[config.mk]
export PLATFORM = sky130hd
export DESIGN_NAME = modular_field_alu_core
export DESIGN_NICKNAME = d
export VERILOG_FILES = /design/src/sv/fmalu_pkg.sv /design/src/sv/fmalu_inv.sv /design/src/sv/modular_field_alu_core.sv
export SDC_FILE = /design/constraint.sdc
export NUM_CORES = 2
export LEC_CHECK = 0
export BUFFER_PORTS_ARGS = -buffer_cell sky130_fd_sc_hd__buf_2
export CAP_MARGIN = 20
export CELL_PAD_IN_SITES_DETAIL_PLACEMENT = 1
export CELL_PAD_IN_SITES_GLOBAL_PLACEMENT = 1
export CORE_MARGIN = 2
export CORE_UTILIZATION = 49
export DETAILED_ROUTE_END_ITERATION = 10
export PLACE_DENSITY = 0.92
export SLEW_MARGIN = 20
export SYNTH_ARGS = -nofsm -noshare
export SYNTH_HDL_FRONTEND = slang
export SYNTH_SLANG_ARGS = --single-unit
[constraint.sdc]
create_clock -name clk -period 13.2 [get_ports clk]
set_input_delay 1.32 -clock clk [delete_from_list [all_inputs] [get_ports clk]]
set_output_delay 1.32 -clock clk [all_outputs]
set_load 0.03 [all_outputs]
[src/sv/fmalu_pkg.sv]
// Shared types and constants for the modular field ALU.
`default_nettype none

package fmalu_pkg;

	// Fixed port field widths
	localparam int DataW     = 32;
	localparam int ReqW      = 2;
	localparam int InTdataW  = 64;
	localparam int OutTdataW = 40;

	// Operation codes carried on the input tuser
	typedef enum logic [ReqW-1:0] {
		OP_ADD = 2'd0,
		OP_SUB = 2'd1,
		OP_MUL = 2'd2,
		OP_DIV = 2'd3
	} op_t;

	// Top-level sequencer
	typedef enum logic [2:0] {
		ST_IDLE,
		ST_REDUCE,
		ST_EVAL,
		ST_INV,
		ST_MUL,
		ST_DONE
	} state_t;

	// Inverse unit sequencer
	typedef enum logic [2:0] {
		INV_IDLE,
		INV_LOOP,
		INV_ALIGN,
		INV_SUB,
		INV_END
	} inv_state_t;

	// Status from the inverse unit
	typedef struct packed {
		logic done;
		logic ok;
	} inv_status_t;

endpackage

`default_nettype wire

[src/sv/fmalu_inv.sv]
// Extended Euclid modular inverse, one shift or subtract step per cycle.
`default_nettype none

module fmalu_inv #(
	parameter int WIDTH = 32
) (
	input  wire logic                   clk,
	input  wire logic                   arst_n,
	input  wire logic                   start,
	input  wire logic [WIDTH-1:0]       m,
	input  wire logic [WIDTH-1:0]       b,
	output fmalu_pkg::inv_status_t      status,
	output logic      [WIDTH-1:0]       inv
);

	localparam int W  = WIDTH;
	localparam int TW = WIDTH + 2;      // |t| <= m, partial products <= 2m
	localparam int KW = $clog2(WIDTH);  // shift count 0 .. W-1

	fmalu_pkg::inv_state_t state_q, state_d;

	logic [W-1:0]         m_q, r0_q, r1_q, rem_q, d_q;
	logic signed [TW-1:0] t0_q, t1_q, t2_q, td_q;
	logic [KW-1:0]        k_q;

	logic [W:0]           dd;
	logic                 grow;
	logic                 fits;
	logic [W-1:0]         rem_nx;
	logic signed [TW-1:0] t2_nx;
	logic signed [TW-1:0] t0_pos;

	// quotient digit logic: align divisor up, then subtract down
	assign dd     = {d_q, 1'b0};
	assign grow   = (dd <= {1'b0, rem_q});
	assign fits   = (rem_q >= d_q);
	assign rem_nx = fits ? (rem_q - d_q) : rem_q;
	assign t2_nx  = fits ? (t2_q - td_q) : t2_q;
	assign t0_pos = t0_q + $signed({2'b00, m_q});

	always_comb begin
		status.done = (state_q == fmalu_pkg::INV_END);
		status.ok   = (r0_q == W'(1));
		inv         = t0_q[TW-1] ? t0_pos[W-1:0] : t0_q[W-1:0];
	end

	always_comb begin
		state_d = state_q;
		unique case (state_q)
			fmalu_pkg::INV_IDLE:  if (start) state_d = fmalu_pkg::INV_LOOP;
			fmalu_pkg::INV_LOOP: begin
				if (r1_q == '0) state_d = fmalu_pkg::INV_END;
				else            state_d = fmalu_pkg::INV_ALIGN;
			end
			fmalu_pkg::INV_ALIGN: if (!grow) state_d = fmalu_pkg::INV_SUB;
			fmalu_pkg::INV_SUB:   if (k_q == '0) state_d = fmalu_pkg::INV_LOOP;
			fmalu_pkg::INV_END:   state_d = fmalu_pkg::INV_IDLE;
			default:              state_d = fmalu_pkg::INV_IDLE;
		endcase
	end

	always_ff @(posedge clk or negedge arst_n) begin
		if (!arst_n) begin
			state_q <= fmalu_pkg::INV_IDLE;
		end else begin
			state_q <= state_d;
		end
	end

	always_ff @(posedge clk) begin
		case (state_q)
			fmalu_pkg::INV_IDLE: begin
				if (start) begin
					m_q  <= m;
					r0_q <= m;
					r1_q <= b;
					t0_q <= '0;
					t1_q <= TW'(1);
				end
			end
			fmalu_pkg::INV_LOOP: begin
				rem_q <= r0_q;
				d_q   <= r1_q;
				td_q  <= t1_q;
				t2_q  <= t0_q;
				k_q   <= '0;
			end
			fmalu_pkg::INV_ALIGN: begin
				if (grow) begin
					d_q  <= dd[W-1:0];
					td_q <= td_q <<< 1;
					k_q  <= k_q + KW'(1);
				end
			end
			fmalu_pkg::INV_SUB: begin
				rem_q <= rem_nx;
				t2_q  <= t2_nx;
				if (k_q == '0) begin
					// quotient complete: rotate remainders and coefficients
					r0_q <= r1_q;
					r1_q <= rem_nx;
					t0_q <= t1_q;
					t1_q <= t2_nx;
				end else begin
					d_q  <= d_q >> 1;
					td_q <= td_q >>> 1;
					k_q  <= k_q - KW'(1);
				end
			end
			default: ;
		endcase
	end

endmodule

`default_nettype wire

[src/sv/modular_field_alu_core.sv]
// Top level of the modular field ALU: add, subtract, multiply, divide mod a modulus.
`default_nettype none

// Channel    Dir  Handshake            Payload
// s_*        in   s_tvalid/s_tready    tuser: req_type; tdata: operand_a, operand_b
// m_*        out  m_tvalid/m_tready    tuser: no_inverse; tdata: result, eq/lt/gt flags
// cfg_*      in   cfg_we               cfg_wdata: modulus (0 or 1 acts as 2)
//
// Each word runs reduce, then evaluate; add/sub then finish, multiply runs the bit-serial loop;
// the result turns valid in the same cycle that the next word can be taken.
// Divide runs the Euclid inverse, then the same multiply loop with the inverse as
// multiplier; a divisor without inverse skips the multiply.
// Operand reduction is restoring bit-serial, both operands side by side.
// One word is in flight at a time; the result register lets the next word start
// while the previous result is still waiting for m_tready.
// Reset clears the sequencers and the valid flag; modulus resets to 2.

module modular_field_alu_core #(
	parameter int WIDTH = 32
) (
	input  wire logic                               clk,
	input  wire logic                               arst_n,
	// modulus register write
	input  wire logic                               cfg_we,
	input  wire logic [fmalu_pkg::DataW-1:0]        cfg_wdata,
	// input words
	input  wire logic                               s_tvalid,
	output logic                                    s_tready,
	input  wire logic [fmalu_pkg::InTdataW-1:0]     s_tdata,  // operand_a[31:0], operand_b[63:32]
	input  wire logic [fmalu_pkg::ReqW-1:0]         s_tuser,  // req_type[1:0]
	// result words
	output logic                                    m_tvalid,
	input  wire logic                               m_tready,
	output logic [fmalu_pkg::OutTdataW-1:0]         m_tdata,  // result_value[31:0], is_equal[32],
	                                                          // is_less[33], is_greater[34], zero pad
	output logic                                    m_tuser   // no_inverse[0]
);

	localparam int W  = WIDTH;
	localparam int DW = fmalu_pkg::DataW;
	localparam int CW = $clog2(WIDTH + 1);

	fmalu_pkg::state_t state_q, state_d;
	fmalu_pkg::op_t    op_q;

	logic [DW-1:0] modulus_q;

	logic [W-1:0]  m_q;              // effective modulus of the word in flight
	logic [W-1:0]  xa_q, xb_q;       // operand bits, shifted out MSB first
	logic [W-1:0]  ra_q, rb_q;       // reduced operands
	logic [W-1:0]  acc_q, mplier_q;  // bit-serial modular multiply
	logic [W-1:0]  res_q;
	logic          err_q, eq_q, lt_q, gt_q;
	logic [CW-1:0] cnt_q;

	// output register
	logic          m_tvalid_q;
	logic [DW-1:0] out_res_q;
	logic          out_err_q, out_eq_q, out_lt_q, out_gt_q;

	// sequencer outputs
	logic          inv_start;
	logic          out_load;

	// width adaptation between fixed ports and the WIDTH datapath
	logic [W+DW-1:0] a_pad, b_pad, mod_pad, res_pad;
	logic [W-1:0]    m_mask, m_eff;

	// reduction step
	logic [W:0]    ra_sh, rb_sh, ra_sub, rb_sub;
	logic [W-1:0]  ra_nx, rb_nx;

	// add / subtract
	logic [W:0]    sum, sum_red;
	logic [W-1:0]  add_res, diff, sub_res;

	// multiply step: acc = 2*acc + bit*a, then bring below m
	logic [W+1:0]  acc2, acc_s1, acc_s2, m1, m2;
	logic [W-1:0]  acc_nx;

	// inverse unit
	fmalu_pkg::inv_status_t inv_st;
	logic [W-1:0]           inv_val;

	assign a_pad   = {{W{1'b0}}, s_tdata[DW-1:0]};
	assign b_pad   = {{W{1'b0}}, s_tdata[2*DW-1:DW]};
	assign mod_pad = {{W{1'b0}}, modulus_q};
	assign res_pad = {{DW{1'b0}}, res_q};
	assign m_mask  = mod_pad[W-1:0];
	assign m_eff   = (m_mask < W'(2)) ? W'(2) : m_mask;

	// restoring remainder, one operand bit per cycle
	assign ra_sh  = {ra_q, xa_q[W-1]};
	assign rb_sh  = {rb_q, xb_q[W-1]};
	assign ra_sub = ra_sh - {1'b0, m_q};
	assign rb_sub = rb_sh - {1'b0, m_q};
	assign ra_nx  = (ra_sh >= {1'b0, m_q}) ? ra_sub[W-1:0] : ra_sh[W-1:0];
	assign rb_nx  = (rb_sh >= {1'b0, m_q}) ? rb_sub[W-1:0] : rb_sh[W-1:0];

	assign sum     = {1'b0, ra_q} + {1'b0, rb_q};
	assign sum_red = sum - {1'b0, m_q};
	assign add_res = (sum >= {1'b0, m_q}) ? sum_red[W-1:0] : sum[W-1:0];
	assign diff    = ra_q - rb_q;
	assign sub_res = (ra_q < rb_q) ? (diff + m_q) : diff;

	// acc2 < 3m, so one of three candidates is the reduced value
	assign m1     = {2'b00, m_q};
	assign m2     = {1'b0, m_q, 1'b0};
	assign acc2   = {1'b0, acc_q, 1'b0} + (mplier_q[W-1] ? {2'b00, ra_q} : '0);
	assign acc_s1 = acc2 - m1;
	assign acc_s2 = acc2 - m2;
	assign acc_nx = (acc2 >= m2) ? acc_s2[W-1:0] :
	                (acc2 >= m1) ? acc_s1[W-1:0] : acc2[W-1:0];

	fmalu_inv #(
		.WIDTH (WIDTH)
	) u_inv (
		.clk    (clk),
		.arst_n (arst_n),
		.start  (inv_start),
		.m      (m_q),
		.b      (rb_q),
		.status (inv_st),
		.inv    (inv_val)
	);

	// next state
	always_comb begin
		state_d = state_q;
		unique case (state_q)
			fmalu_pkg::ST_IDLE:   if (s_tvalid) state_d = fmalu_pkg::ST_REDUCE;
			fmalu_pkg::ST_REDUCE: if (cnt_q == CW'(1)) state_d = fmalu_pkg::ST_EVAL;
			fmalu_pkg::ST_EVAL: begin
				unique case (op_q) inside
					fmalu_pkg::OP_ADD, fmalu_pkg::OP_SUB: state_d = fmalu_pkg::ST_DONE;
					fmalu_pkg::OP_MUL:                    state_d = fmalu_pkg::ST_MUL;
					default:                              state_d = fmalu_pkg::ST_INV;
				endcase
			end
			fmalu_pkg::ST_INV: begin
				if (inv_st.done) begin
					state_d = inv_st.ok ? fmalu_pkg::ST_MUL : fmalu_pkg::ST_DONE;
				end
			end
			fmalu_pkg::ST_MUL:    if (cnt_q == CW'(1)) state_d = fmalu_pkg::ST_DONE;
			fmalu_pkg::ST_DONE:   if (out_load) state_d = fmalu_pkg::ST_IDLE;
			default:              state_d = fmalu_pkg::ST_IDLE;
		endcase
	end

	// sequencer outputs
	always_comb begin
		s_tready  = (state_q == fmalu_pkg::ST_IDLE);
		inv_start = (state_q == fmalu_pkg::ST_EVAL) && (op_q == fmalu_pkg::OP_DIV);
		out_load  = (state_q == fmalu_pkg::ST_DONE) && (!m_tvalid_q || m_tready);
	end

	always_ff @(posedge clk or negedge arst_n) begin
		if (!arst_n) begin
			state_q    <= fmalu_pkg::ST_IDLE;
			modulus_q  <= DW'(2);
			m_tvalid_q <= 1'b0;
		end else begin
			state_q <= state_d;
			if (cfg_we) modulus_q <= cfg_wdata;
			if (out_load)      m_tvalid_q <= 1'b1;
			else if (m_tready) m_tvalid_q <= 1'b0;
		end
	end

	// datapath
	always_ff @(posedge clk) begin
		case (state_q)
			fmalu_pkg::ST_IDLE: begin
				if (s_tvalid) begin
					op_q  <= fmalu_pkg::op_t'(s_tuser);
					m_q   <= m_eff;
					xa_q  <= a_pad[W-1:0];
					xb_q  <= b_pad[W-1:0];
					ra_q  <= '0;
					rb_q  <= '0;
					cnt_q <= CW'(W);
				end
			end
			fmalu_pkg::ST_REDUCE: begin
				ra_q  <= ra_nx;
				rb_q  <= rb_nx;
				xa_q  <= xa_q << 1;
				xb_q  <= xb_q << 1;
				cnt_q <= cnt_q - CW'(1);
			end
			fmalu_pkg::ST_EVAL: begin
				eq_q  <= (ra_q == rb_q);
				lt_q  <= (ra_q < rb_q);
				gt_q  <= (ra_q > rb_q);
				err_q <= 1'b0;
				case (op_q)
					fmalu_pkg::OP_ADD: res_q <= add_res;
					fmalu_pkg::OP_SUB: res_q <= sub_res;
					fmalu_pkg::OP_MUL: begin
						acc_q    <= '0;
						mplier_q <= rb_q;
						cnt_q    <= CW'(W);
					end
					default: ;
				endcase
			end
			fmalu_pkg::ST_INV: begin
				if (inv_st.done) begin
					if (inv_st.ok) begin
						// a * b^-1 through the same multiply loop
						acc_q    <= '0;
						mplier_q <= inv_val;
						cnt_q    <= CW'(W);
					end else begin
						res_q <= '0;
						err_q <= 1'b1;
					end
				end
			end
			fmalu_pkg::ST_MUL: begin
				acc_q    <= acc_nx;
				mplier_q <= mplier_q << 1;
				cnt_q    <= cnt_q - CW'(1);
				if (cnt_q == CW'(1)) res_q <= acc_nx;
			end
			fmalu_pkg::ST_DONE: begin
				if (out_load) begin
					out_res_q <= res_pad[DW-1:0];
					out_err_q <= err_q;
					out_eq_q  <= eq_q;
					out_lt_q  <= lt_q;
					out_gt_q  <= gt_q;
				end
			end
			default: ;
		endcase
	end

	assign m_tvalid = m_tvalid_q;
	assign m_tuser  = out_err_q;
	assign m_tdata  = {5'b00000, out_gt_q, out_lt_q, out_eq_q, out_res_q};

endmodule

`default_nettype wire

==> results.ini <==
[cts]
clk_latency_ns=0.69
clock_sinks=644
cts_setup_buffers=0
htreeDepth=3
cts_tree=done
cts_hold_buf=0
cts_made_buffers=76
clk_path_buf_depth=3
ctsResizeCount=0
path_clk_slew_ns=0.07
root_buffer=clkbuf_16

[global_route]
grt_pass1_wl_um=272000
antenna_found_initial=11
grt_usage_pct=34.5
grt_overflow=0
grt_pass1_vias=45100
grt_max_degree=85

[synth]
netlist_instances=5238
synth_area_leaders=edfxtp_1 (37%), ha_1 (11%), nand2_1 (4.8%), xnor2_1 (4.1%), a21oi_1 (3.9%)
avgSynthCellArea_um2=9.32
ys_async_sr_fraction_pct=6.06
syn_area_um2=48800
synth_edf_count=605
synth_most_common_cell=nand2_1
ys.flop_type=edfxtp_1
yosys_warnings=0
ys_top_cells_by_count=nand2_1 (629), edfxtp_1 (605), ha_1 (418)
yosysUniqueCellTypes=98
synth_top_area_share_pct=37.2
synth_seq_cells=644
ys_seq_area_share_pct=39.2
synth_top_cell_by_area=edfxtp_1

[timing]
fin_crit_ns=7.21
worstMarginPinSlew_ns=1.18
max-slew-margin-rel_pct=20.4
fmaxAchievable_ghz=0.139
hold_viol_final=0
grt_setup_unrepaired=no
tns_ns=0
fin_worst_skew_ns=0.0344
report.final.slew_viol_count=0
fin_crit_sh_pct=54.6
setup_viol=0

[finish]
finalInstanceArea_um2=53200
fillers=11100
area_growth_pct=8.91
register_area_um2=19100
nets=5795
multi_input_area_um2=27700
drive_above_1_share_pct=8.41
n_antenna_cell=0

[place]
detailed_place_hpwl_um=130000
place_area_um2=50600
portBuffers=140
gp_congestion=0.992

[critical_path]
start_kind=register
crit_type=reg2reg
crit_arrival_ns=7.65
cp_max_fo=38
r2r-end=res_q[22]$_DFFE_PP_
r2r_cells=24
reg2reg_slack_ns=5.99
r2r_start=mplier_q[31]$_DFFE_PP_
cp.required_ns=13.64
endpoint_kind=register

[worst_hold_path]
hold_end=out_gt_q$_DFFE_PP_
hold_class=reg2reg
hp-start=gt_q$_DFFE_PN_
hold_depth=0

[detailed_routing]
viasPerCell=6.60
wl_met3_um=14100
wl_per_cell_um=27.4
drt_wl_total_um=181000
met2_length_um=84500
dr.pass1.iters=5
dr_total_vias=43600
top_layer=met5
drt_iter0_markers=4653
wl_met1_um=70800
ant_nets=0
remaining_drc_errors=0

[die]
die_w_um=320
fp-row-count=115
die_y_um=320
ios=146
core_region_area_um2=98600
floorplan.initialDensity_pct=49.5
dieArea_um2=102000

[flow_run]
cap_violations=0

[pwr]
power_density_nw_per_um2=85.3
leakage_nw=21.6
ir_worst_vdd_uv=76.3

[status]
outcome=completed

## how the worst max path moves through the flow
stage	start	end	slack [ns]	cells after the start
floorplan	state_q[1]$_DFFE_PN0P_	u_inv.r0_q[0]$_DFFE_PP_	5.46	5
global placement	mplier_q[31]$_DFFE_PP_	res_q[22]$_DFFE_PP_	6.43	24
detailed placement	mplier_q[31]$_DFFE_PP_	res_q[22]$_DFFE_PP_	6.15	24
CTS	mplier_q[31]$_DFFE_PP_	res_q[22]$_DFFE_PP_	6.10	24
global route	mplier_q[31]$_DFFE_PP_	res_q[22]$_DFFE_PP_	5.74	25
finish	mplier_q[31]$_DFFE_PP_	res_q[22]$_DFFE_PP_	5.99	24
## logic make-up (layout without fill, tap and decap cells)
logic type	after synthesis	count (layout)	synth area share (%)
XOR/XNOR	322	322	5.77
AND/OR/NAND/NOR	1570	1570	14.8
multiplexers	193	193	4.05
other	1	5	0.00768
flip-flops	644	644	39.2
buffers and inverters	533	615	4.35
AO/OA/AOI/OAI	1544	1544	20.6
adder cells (fa/ha/maj)	431	431	11.2
## sequential cells by signal, indices dropped and copies added (netlist names), 32 cells and up
signal	count
acc_q	32
m_q	32
u_inv.m_q	32
u_inv.t2_q	34
xa_q	32
rb_q	32
res_q	32
m_mask	32
u_inv.td_q	34
u_inv.r1_q	32
u_inv.d_q	32
ra_q	32
out_res_q	32
xb_q	32
mplier_q	32
u_inv.rem_q	32
u_inv.t0_q	34
u_inv.r0_q	32
u_inv.t1_q	34
## power by group
part	leakage, nW	switching [W]	internal, W
clock network	1.25	0.000991	0.00127
logic	15.1	0.0000244	0.0000242
registers	5.27	0.0000132	0.00222
total	21.6	0.00103	0.00351
## area by class of cell
cell class                 instances  area share [%]
tap                             1287            3.03
timing repair buffer             183            1.95
multi-input combinational       4065            52.1
sequential                       644            36.0
clock buffer                      89            3.72
inverter                         291            2.06
clock inverter                    52            1.09
## metrics by stage
| step | hold WS, ns | power (W) | instances | setup WS, ns | utilization [%] |
|---|---|---|---|---|---|
| after floorplan | 0.400 | 0.00229 | 5242 | 5.46 | - |
| final | 0.423 | 0.00454 | 6611 | 5.99 | 54.0 |
| after global placement | 0.408 | 0.00231 | 6469 | 6.43 | 51.3 |
| after CTS | 0.424 | 0.00454 | 6610 | 6.10 | 53.9 |
| after detailed placement | 0.409 | 0.00232 | 6469 | 6.15 | 51.3 |
| after global routing | 0.427 | 0.00461 | 6611 | 5.74 | 54.0 |
## metal layers
layer	vias to the layer above	GRT usage [%]
met5	-	0
met4	6	20.0
met3	549	4.65
met2	2107	57.1
met1	21800	43.4
li1	19200	-
## critical path: stages, from the launching register on
cell	delay, ns
edfxtp_1	0.33
buf_4	0.27
and2_1	0.21
ha_1	0.21
inv_1	0.07
fa_1	0.39
nand2b_1	0.20
a211oi_1	0.41
or4_1	0.26
a211o_1	0.28
a21oi_2	0.12
nor3_1	0.43
o221ai_1	0.23
xnor2_1	0.29
ha_1	0.33
and3_1	0.21
and2_1	0.17
a221o_1	0.35
a21o_1	0.17
a21o_1	0.20
a311oi_4	0.28
buf_4	0.44
nand2b_1	0.62
o22ai_1	0.19
a41o_1	0.25
## layout by cell type, fill, tap and decap left out, types with 70 or more instances in the layout
cell and instances:
o21ai_0 376, edfxtp_1 605, nand2_1 628, clkbuf_16 76, ha_1 418, nor2_1 368
a21oi_1 381, xor2_1 93, inv_1 289, buf_2 140, nor3_1 70, a21o_1 205
xnor2_1 229, a211oi_1 71, mux2i_1 158, o21a_1 76, nand3_1 79
No activity file was read; power rests on OpenSTA's default activity.
